[config.mk]
export PLATFORM = sky130hd
export DESIGN_NAME = led_blink_pattern_generator
export DESIGN_NICKNAME = d
export VERILOG_FILES = /design/src/design/lbp_pkg.sv /design/src/design/lbp_timers.sv /design/src/design/led_blink_pattern_generator.sv
export VERILOG_INCLUDE_DIRS = /design/src /design/src/design
export SDC_FILE = /design/constraint.sdc
export NUM_CORES = 1
export LEC_CHECK = 0
export BUFFER_PORTS_ARGS = -buffer_cell sky130_fd_sc_hd__buf_4
export CORE_UTILIZATION = 55
export CTS_BUF_LIST = sky130_fd_sc_hd__clkbuf_16
export DETAILED_ROUTE_END_ITERATION = 7
export PLACE_DENSITY_LB_ADDON = 0.2
export RECOVER_POWER = 100
export SLEW_MARGIN = 10
export SYNTH_ARGS = -nofsm -noshare
export SYNTH_HDL_FRONTEND = slang
export SYNTH_SLANG_ARGS = --single-unit
[constraint.sdc]
create_clock -name clk -period 8.6 [get_ports clk]
set_input_delay 2.58 -clock clk [delete_from_list [all_inputs] [get_ports clk]]
set_output_delay 2.58 -clock clk [all_outputs]
set_load 0.05 [all_outputs]
[src/design/led_blink_pattern_generator_macros.svh]
// Assertion macros shared by the LED blink pattern generator RTL.
`ifndef LED_BLINK_PATTERN_GENERATOR_MACROS_SVH
`define LED_BLINK_PATTERN_GENERATOR_MACROS_SVH

// Same-cycle implication, sampled on clk and disabled while rst_n is low.
`define LBP_ASSERT_NOW(name, ante, cons, msg) \
  name: assert property (@(posedge clk) disable iff (!rst_n) (ante) |-> (cons)) \
    else $error(msg);

// Next-cycle implication, sampled on clk and disabled while rst_n is low.
`define LBP_ASSERT_NEXT(name, ante, cons, msg) \
  name: assert property (@(posedge clk) disable iff (!rst_n) (ante) |=> (cons)) \
    else $error(msg);

`endif

[src/design/lbp_pkg.sv]
// Types and constants shared by the LED blink pattern generator modules.
package lbp_pkg;

  // Kind of input word.
  typedef enum logic {
    ACT_TICK = 1'b0,
    ACT_SET  = 1'b1
  } lbp_action_t;

  // LED modes; hold leaves the level alone.
  typedef enum logic [2:0] {
    MODE_HOLD   = 3'd0,
    MODE_OFF    = 3'd1,
    MODE_ON     = 3'd2,
    MODE_SHORT  = 3'd3,
    MODE_LONG   = 3'd4,
    MODE_TRIPLE = 3'd5
  } lbp_mode_t;

  // Configuration register indexes.
  typedef enum logic [1:0] {
    REG_SHORT_PERIOD = 2'd0,
    REG_LONG_PERIOD  = 2'd1,
    REG_BURST_GAP    = 2'd2,
    REG_BURST_LIMIT  = 2'd3
  } lbp_reg_t;

  localparam int unsigned TIMER_W    = 16;
  localparam int unsigned COUNT_W    = 8;
  localparam int unsigned INDEX_W    = 2;
  localparam int unsigned MODE_W     = 3;
  localparam int unsigned LEVELS_W   = 3;
  localparam int unsigned IN_DATA_W  = 8;
  localparam int unsigned OUT_DATA_W = 8;

  localparam logic [TIMER_W-1:0] TIMER_MAX = '1;
  localparam logic [COUNT_W-1:0] COUNT_MAX = '1;

  localparam logic [TIMER_W-1:0] SHORT_PERIOD_RST = 16'd100;
  localparam logic [TIMER_W-1:0] LONG_PERIOD_RST  = 16'd500;
  localparam logic [TIMER_W-1:0] BURST_GAP_RST    = 16'd800;
  localparam logic [COUNT_W-1:0] BURST_LIMIT_RST  = 8'd6;

  // Timer configuration as seen by the timer block.
  typedef struct packed {
    logic [TIMER_W-1:0] short_period;
    logic [TIMER_W-1:0] long_period;
    logic [TIMER_W-1:0] burst_gap;
    logic [COUNT_W-1:0] burst_count_limit;
  } lbp_cfg_t;

  // Timer events for the current tick.
  typedef struct packed {
    logic short_fire;
    logic long_fire;
    logic burst_fire;
  } lbp_fire_t;

endpackage

[src/design/lbp_timers.sv]
// Shared short, long and triple-burst timers, advanced once per tick.
module lbp_timers
  import lbp_pkg::*;
(
  input  logic      clk,
  input  logic      rst_n,
  input  logic      tick_en,
  input  lbp_cfg_t  cfg,
  output lbp_fire_t fire
);

  logic [TIMER_W-1:0] short_elapsed_r, short_elapsed_nxt;
  logic [TIMER_W-1:0] long_elapsed_r, long_elapsed_nxt;
  logic [TIMER_W-1:0] burst_elapsed_r, burst_elapsed_nxt;
  logic               in_burst_r, in_burst_nxt;
  logic [COUNT_W-1:0] burst_count_r, burst_count_nxt;

  logic [TIMER_W-1:0] short_inc, long_inc, burst_inc;

  // Saturating increments.
  assign short_inc = (short_elapsed_r == TIMER_MAX) ? TIMER_MAX : short_elapsed_r + 1'b1;
  assign long_inc  = (long_elapsed_r  == TIMER_MAX) ? TIMER_MAX : long_elapsed_r  + 1'b1;
  assign burst_inc = (burst_elapsed_r == TIMER_MAX) ? TIMER_MAX : burst_elapsed_r + 1'b1;

  // Short and long period timers.
  always_comb begin
    fire.short_fire   = (short_inc >= cfg.short_period);
    fire.long_fire    = (long_inc >= cfg.long_period);
    short_elapsed_nxt = fire.short_fire ? '0 : short_inc;
    long_elapsed_nxt  = fire.long_fire ? '0 : long_inc;
  end

  // Burst timer: wait the gap, then fire on the short period until the count passes the limit.
  always_comb begin
    fire.burst_fire   = 1'b0;
    burst_elapsed_nxt = burst_inc;
    in_burst_nxt      = in_burst_r;
    burst_count_nxt   = burst_count_r;
    if (in_burst_r) begin
      if (burst_inc >= cfg.short_period) begin
        fire.burst_fire   = 1'b1;
        burst_elapsed_nxt = '0;
        if (burst_count_r > cfg.burst_count_limit) begin
          in_burst_nxt    = 1'b0;
          burst_count_nxt = '0;
        end else if (burst_count_r != COUNT_MAX) begin
          burst_count_nxt = burst_count_r + 1'b1;
        end
      end
    end else if (burst_inc >= cfg.burst_gap) begin
      burst_elapsed_nxt = '0;
      in_burst_nxt      = 1'b1;
    end
  end

  always_ff @(posedge clk) begin
    if (!rst_n) begin
      short_elapsed_r <= '0;
      long_elapsed_r  <= '0;
      burst_elapsed_r <= '0;
      in_burst_r      <= 1'b0;
      burst_count_r   <= '0;
    end else if (tick_en) begin
      short_elapsed_r <= short_elapsed_nxt;
      long_elapsed_r  <= long_elapsed_nxt;
      burst_elapsed_r <= burst_elapsed_nxt;
      in_burst_r      <= in_burst_nxt;
      burst_count_r   <= burst_count_nxt;
    end
  end

endmodule

[src/design/led_blink_pattern_generator.sv]
// An accepted input word passes the input register, then the result register; out_tvalid rises
// when the word enters the result register, which it does once that register is free or drained.
// Throughput: one word per cycle while out_tready is high; timers and LEDs update as a word moves on.
// While a result waits, the input side takes one more word into an empty input register, then stalls.
// Reset (rst_n low, synchronous) restores default periods and clears timers, modes and levels.
// No clearing pass is needed after reset.
`include "led_blink_pattern_generator_macros.svh"

module led_blink_pattern_generator
  import lbp_pkg::*;
#(
  parameter int LED_COUNT = 3
) (
  input  logic                  clk,
  input  logic                  rst_n,
  // Input stream.
  input  logic                  in_tvalid,
  output logic                  in_tready,
  input  logic [IN_DATA_W-1:0]  in_tdata,   // [1:0] led_index, [4:2] mode, [7:5] zero
  input  logic                  in_tuser,   // [0] action
  // Result stream.
  output logic                  out_tvalid,
  input  logic                  out_tready,
  output logic [OUT_DATA_W-1:0] out_tdata,  // [2:0] led_levels, [3] accepted, [7:4] zero
  // Configuration writes.
  input  logic                  cfg_we,
  input  logic [1:0]            cfg_index,
  input  logic [TIMER_W-1:0]    cfg_wdata
);

  lbp_cfg_t cfg_r;

  logic               s1_valid_r;
  lbp_action_t        s1_action_r;
  logic [INDEX_W-1:0] s1_index_r;
  logic [MODE_W-1:0]  s1_mode_r;

  logic                  out_valid_r;
  logic [OUT_DATA_W-1:0] out_data_r, out_data_nxt;

  lbp_mode_t            led_mode_r [LED_COUNT];
  lbp_mode_t            led_mode_nxt [LED_COUNT];
  logic [LED_COUNT-1:0] led_level_r, led_level_nxt;

  logic      s1_adv, s1_fire, tick_en, mode_ok, set_ok;
  lbp_fire_t fire;
  logic [LEVELS_W-1:0] levels_nxt;

  // Configuration registers.
  always_ff @(posedge clk) begin
    if (!rst_n) begin
      cfg_r.short_period      <= SHORT_PERIOD_RST;
      cfg_r.long_period       <= LONG_PERIOD_RST;
      cfg_r.burst_gap         <= BURST_GAP_RST;
      cfg_r.burst_count_limit <= BURST_LIMIT_RST;
    end else if (cfg_we) begin
      unique case (lbp_reg_t'(cfg_index))
        REG_SHORT_PERIOD: cfg_r.short_period      <= cfg_wdata;
        REG_LONG_PERIOD:  cfg_r.long_period       <= cfg_wdata;
        REG_BURST_GAP:    cfg_r.burst_gap         <= cfg_wdata;
        REG_BURST_LIMIT:  cfg_r.burst_count_limit <= cfg_wdata[COUNT_W-1:0];
        default: ;
      endcase
    end
  end

  // Handshake: the input register moves on whenever the result register is free or drained.
  assign s1_adv    = !out_valid_r || out_tready;
  assign s1_fire   = s1_valid_r && s1_adv;
  assign in_tready = !s1_valid_r || s1_adv;
  assign tick_en   = s1_fire && (s1_action_r == ACT_TICK);

  // Input register.
  always_ff @(posedge clk) begin
    if (!rst_n) begin
      s1_valid_r <= 1'b0;
    end else if (in_tready) begin
      s1_valid_r <= in_tvalid;
    end
  end

  always_ff @(posedge clk) begin
    if (in_tready && in_tvalid) begin
      s1_action_r <= lbp_action_t'(in_tuser);
      s1_index_r  <= in_tdata[INDEX_W-1:0];
      s1_mode_r   <= in_tdata[INDEX_W +: MODE_W];
    end
  end

  lbp_timers u_timers (
    .clk     (clk),
    .rst_n   (rst_n),
    .tick_en (tick_en),
    .cfg     (cfg_r),
    .fire    (fire)
  );

  // A set command is valid only for modes off through triple; hold and undefined codes are rejected.
  assign mode_ok = (s1_mode_r >= MODE_OFF) && (s1_mode_r <= MODE_TRIPLE);
  assign set_ok  = (s1_action_r == ACT_SET) && mode_ok;

  // Per-LED next state: a tick applies the mode, a valid set addresses one LED.
  for (genvar i = 0; i < LED_COUNT; i++) begin : g_led
    always_comb begin
      led_mode_nxt[i]  = led_mode_r[i];
      led_level_nxt[i] = led_level_r[i];
      if (s1_action_r == ACT_TICK) begin
        unique case (led_mode_r[i])
          MODE_OFF: begin
            led_level_nxt[i] = 1'b0;
            led_mode_nxt[i]  = MODE_HOLD;
          end
          MODE_ON: begin
            led_level_nxt[i] = 1'b1;
            led_mode_nxt[i]  = MODE_HOLD;
          end
          MODE_SHORT:  led_level_nxt[i] = led_level_r[i] ^ fire.short_fire;
          MODE_LONG:   led_level_nxt[i] = led_level_r[i] ^ fire.long_fire;
          MODE_TRIPLE: led_level_nxt[i] = led_level_r[i] ^ fire.burst_fire;
          default: ;
        endcase
      end else if (set_ok && (int'(s1_index_r) == i)) begin
        led_level_nxt[i] = 1'b0;
        led_mode_nxt[i]  = lbp_mode_t'(s1_mode_r);
      end
    end

    always_ff @(posedge clk) begin
      if (!rst_n) begin
        led_mode_r[i]  <= MODE_HOLD;
        led_level_r[i] <= 1'b0;
      end else if (s1_fire) begin
        led_mode_r[i]  <= led_mode_nxt[i];
        led_level_r[i] <= led_level_nxt[i];
      end
    end
  end

  // Only the first three LEDs are reported; missing LEDs read low.
  for (genvar j = 0; j < LEVELS_W; j++) begin : g_lvl
    if (j < LED_COUNT) begin : g_on
      assign levels_nxt[j] = led_level_nxt[j];
    end else begin : g_off
      assign levels_nxt[j] = 1'b0;
    end
  end

  always_comb begin
    out_data_nxt                         = '0;
    out_data_nxt[LEVELS_W-1:0]           = levels_nxt;
    out_data_nxt[LEVELS_W]               = (s1_action_r == ACT_TICK) || mode_ok;
  end

  // Result register.
  always_ff @(posedge clk) begin
    if (!rst_n) begin
      out_valid_r <= 1'b0;
    end else if (s1_adv) begin
      out_valid_r <= s1_valid_r;
    end
  end

  always_ff @(posedge clk) begin
    if (s1_fire) begin
      out_data_r <= out_data_nxt;
    end
  end

  assign out_tvalid = out_valid_r;
  assign out_tdata  = out_data_r;

  // A command can only pull levels low, never raise one.
  `LBP_ASSERT_NOW(a_set_never_raises, s1_fire && (s1_action_r == ACT_SET),
                  (led_level_nxt & ~led_level_r) == '0, "set command raised an LED level")
  // A tick is always reported as accepted.
  `LBP_ASSERT_NOW(a_tick_accepted, s1_fire && (s1_action_r == ACT_TICK),
                  out_data_nxt[LEVELS_W], "tick word reported as rejected")
  // An empty result register never blocks the input side.
  `LBP_ASSERT_NOW(a_ready_when_empty, !out_valid_r, in_tready,
                  "input stalled with result register empty")
  // A word waiting in the input register keeps its contents until it moves on.
  `LBP_ASSERT_NEXT(a_s1_holds, s1_valid_r && !s1_adv,
                   s1_valid_r && $stable(s1_index_r) && $stable(s1_mode_r),
                   "input register changed while stalled")

endmodule

==> results_tabular.tex <==
\begin{tabular}{lr}
\hline
Metric & Value \\
\hline
\multicolumn{2}{l}{\textbf{CTS}} \\
Buffer depth of the longest clock path & 2 \\
Number of hold-repair buffers added at the cts stage & 0 \\
Clk Tree Root Cell & sky130\_fd\_sc\_hd\_\_clkbuf\_16 \\
Sink Count & around 140 \\
Number of buffers added by the clock tree synthesis step & 17 \\
Worst skew pair latency & 0.44 ns \\
Setup bufs post-CTS & 0 \\
Clock tree from TritonCTS & yes \\
Clock transition at the registers of the reported paths & 0.06 ns \\
CTS-repair resized insts & 0 \\
H-Tree Level Count & 4 \\
\multicolumn{2}{l}{\textbf{Placement}} \\
Estimated wirelength of the detail-placed design & approximately 13 mm \\
Post-Place Cells & around 1200 \\
Placer's final routability congestion estimate & 0.819 \\
Number of input and output port buffers inserted & 34 \\
\multicolumn{2}{l}{\textbf{Finish}} \\
Final cell count without fillers & $\sim$1200 \\
Most used cells in the layout excluding fill and tap cells & sky130\_fd\_sc\_hd\_\_nand2\_1, sky130\_fd\_sc\_hd\_\_dfxtp\_1, sky130\_fd\_sc\_hd\_\_ha\_1, sky130\_fd\_sc\_hd\_\_inv\_1, sky130\_fd\_sc\_hd\_\_a21oi\_1 \\
Share of layout cells above drive strength 1 & 0.0870 \\
Commonest non-fill, non-tap cell in the layout & sky130\_fd\_sc\_hd\_\_nand2\_1 \\
Final Net Count & 1107 \\
Area grow syn2layout & 10.6\% \\
Antenna cells & 0 \\
\multicolumn{2}{l}{\textbf{Floorplanning}} \\
Effective utilization at floorplan & 0.561 \\
Top-Level Pins & 42 \\
Die outline height & between 100 and 150 µm \\
Width of the die & about 120 µm \\
Total die area & 0.0153 mm² \\
Floorplan core area & 0.0145 mm² \\
Std-Cell Rows & 44 \\
\multicolumn{2}{l}{\textbf{STA}} \\
Fmax & roughly 150 MHz \\
Fin. Hold Viols & 0 \\
Final hold slack & about 0.46 ns \\
Max-slew violation count & just under 70 \\
Min Clock Period, post-route & around 6.6 ns \\
RSZ-0062 raised after global routing & no \\
Transition time at the pin with the least slew margin & around 2.9 ns \\
Slew margin rel. & -0.945 \\
Final count of negative-setup-slack endpoints & 0 \\
Setup TNS & 0 ns \\
Fin crit share & 0.768 \\
Clock Skew & around 0.013 ns \\
\multicolumn{2}{l}{\textbf{Detailed routing}} \\
Detail-routed via count per cell & about 5.7 \\
Initial DRT Pass Iterations & 5 \\
Number of vias in the routed layout & 6824 \\
WL per Instance & between 15 and 20 µm \\
Remaining antenna violation count after routing & 0 \\
Initial DRC Count & 437 \\
Total routed wirelength & approximately 19 mm \\
Remaining design rule violation count & 0 \\
\multicolumn{2}{l}{\textbf{Setup path}} \\
Worst EP required & 8.97 ns \\
Internal reg-to-reg setup slack & slightly above 4 ns \\
Worst-path fanout max & 67 \\
Signal arrival time at the worst endpoint & 6.98 ns \\
Reg2reg start & u\_timers.long\_elapsed\_r[0] \\
Slowest cell on the critical path & sky130\_fd\_sc\_hd\_\_clkbuf\_1 \\
CP endpoint kind & register \\
CP Launch Point & rst\_n \\
Crit-path max cell delay & about 2 ns \\
Crit start category & primary input \\
Startpoint-to-endpoint class of the critical path & in2reg \\
Cell Chain, Critical Path & clkbuf\_1, inv\_2, nor2\_1, nand2\_1, a21oi\_4, a22o\_1 \\
\multicolumn{2}{l}{\textbf{Global routing}} \\
Number of antenna violations at the first check in global routing & 0 \\
Total grt overflow & 0 \\
Number of global-route vias before repair & 6297 \\
Global-route wire length before repair & roughly 31 mm \\
Pin count of the biggest net entering global routing & between 60 and 70 \\
Total routing usage reported by global routing & 0.267 \\
\multicolumn{2}{l}{\textbf{Status}} \\
Violations in the final reports & capacitance limit, slew limit \\
Outcome & finished, violations left \\
\multicolumn{2}{l}{\textbf{Power}} \\
Pwr Total & about 1.5 mW \\
Total power density per cell area & around 160 mW/mm² \\
Highest ir drop seen on vdd & 0.147 mV \\
Total leakage power & around 3.7 nW \\
\multicolumn{2}{l}{\textbf{Logic synthesis}} \\
EDFF count, synth & 19 \\
Synthesized area & about 0.0081 mm² \\
Average size of a mapped cell & around 8.3 µm² \\
Library cells used by synthesis & 74 \\
Number of flip-flops and latches in the synthesized netlist & 137 \\
Synth warn & 0 \\
Dominant register cell in the synthesized netlist & sky130\_fd\_sc\_hd\_\_dfxtp\_1 \\
Post-synthesis sequential area ratio & 0.361 \\
Share of async-settable or async-resettable flops after synthesis & 0 \\
Post-Syn Instances & $\sim$1000 \\
\multicolumn{2}{l}{\textbf{Job}} \\
Total of max-cap violations & 1 \\
\multicolumn{2}{l}{\textbf{Hold path}} \\
Hold Crit Start & cfg\_r[39] \\
Path class of the lowest-slack min-delay path & reg2reg \\
\hline
\end{tabular}
==> worst paths after layout <==
path                                       end  depth (start not counted)
hold / removal                       cfg_r[39]                          2
setup / recovery  u_timers.burst_elapsed_r[15]                          6
setup reg to reg                  out_tdata[0]                         14
hold reg to reg                      cfg_r[39]                          2
==> worst max-delay path, delay by kind of cell <==
family | cells | cell delay [ns]
buffers and inverters | 2 | 3.18
AND/OR/NAND/NOR | 2 | 0.55
AO/OA/AOI/OAI | 2 | 0.62
==> state kept, by name (all words and copies together), names as in the netlist, 2 cells and up <==
name / cells
cfg_r: 56
led_level_r: 3
led_mode_r: 9
out_tdata: 4
s1_index_r: 2
s1_mode_r: 3
u_timers.burst_count_r: 8
u_timers.burst_elapsed_r: 16
u_timers.long_elapsed_r: 16
u_timers.short_elapsed_r: 16
==> routing by layer <==
metal	GRT usage	vias up	share of wire	routed length [µm]
met1	0.349	3159	0.49	9240
met2	0.435	105	0.46	8690
met3	0.0512	30	0.033	620
met5	0	-	0	0
met4	0.103	0	0.023	430
li1	-	3530	-	-
==> final cells by class <==
type                    instances  area (µm²)
multi-input cells             737        4760
inverters                      69         259
repair buffers                 37         251
clock buffers                  17         425
fillers                      1315        5490
flip-flops and latches        137        2930
well taps                     184         230
clock inverters                15         125
==> metrics by stage <==
step	util	area [µm²]	setup WS (ns)
after floorplan	-	8140	2.92
after global placement	0.585	8470	2.82
after detailed placement	0.585	8470	2.81
after CTS	0.623	9020	2.81
after global routing	0.621	8980	1.57
final	0.621	8980	1.99
==> Yosys cell counts (6+ instances only) <==
library cell / n / area share
sky130_fd_sc_hd__nand2_1: 178 / 0.082
sky130_fd_sc_hd__dfxtp_1: 118 / 0.29
sky130_fd_sc_hd__ha_1: 76 / 0.12
sky130_fd_sc_hd__inv_1: 67 / 0.031
sky130_fd_sc_hd__a21oi_1: 62 / 0.038
sky130_fd_sc_hd__nor2_1: 58 / 0.027
sky130_fd_sc_hd__nand3_1: 37 / 0.023
sky130_fd_sc_hd__clkbuf_1: 27 / 0.012
sky130_fd_sc_hd__a21boi_0: 24 / 0.022
sky130_fd_sc_hd__a22oi_1: 23 / 0.021
sky130_fd_sc_hd__o211ai_1: 21 / 0.019
sky130_fd_sc_hd__o21ai_0: 21 / 0.013
sky130_fd_sc_hd__and3_1: 20 / 0.015
sky130_fd_sc_hd__xnor2_1: 20 / 0.022
sky130_fd_sc_hd__edfxtp_1: 19 / 0.070
sky130_fd_sc_hd__xor2_1: 17 / 0.018
sky130_fd_sc_hd__nand4_1: 15 / 0.012
sky130_fd_sc_hd__nor3_1: 15 / 0.0092
sky130_fd_sc_hd__nor2b_1: 13 / 0.010
sky130_fd_sc_hd__a22o_2: 10 / 0.012
sky130_fd_sc_hd__and2_1: 9 / 0.0069
sky130_fd_sc_hd__nand2b_1: 9 / 0.0069
sky130_fd_sc_hd__o21a_1: 9 / 0.0083
sky130_fd_sc_hd__and4_1: 8 / 0.0086
sky130_fd_sc_hd__a22o_1: 7 / 0.0075
sky130_fd_sc_hd__o2111ai_1: 7 / 0.0075
sky130_fd_sc_hd__buf_2: 6 / 0.0037
==> power by group <==
part / internal, mW / total (mW) / switching, mW
sequential: 0.666 / 0.679 / 0.0126
clock: 0.396 / 0.686 / 0.290
combinational: 0.0401 / 0.115 / 0.0753
==> cell families after synthesis <==
kind of cell             share of synthesized area
flip-flops                                   0.361
other                                     0.000462
XOR/XNOR                                    0.0399
multiplexers                               0.00524
AND/OR/NAND/NOR                              0.223
adder cells (fa/ha/maj)                      0.117
buffers and inverters                       0.0541
AO/OA/AOI/OAI                                0.199
(Power assumes the default switching activity.)
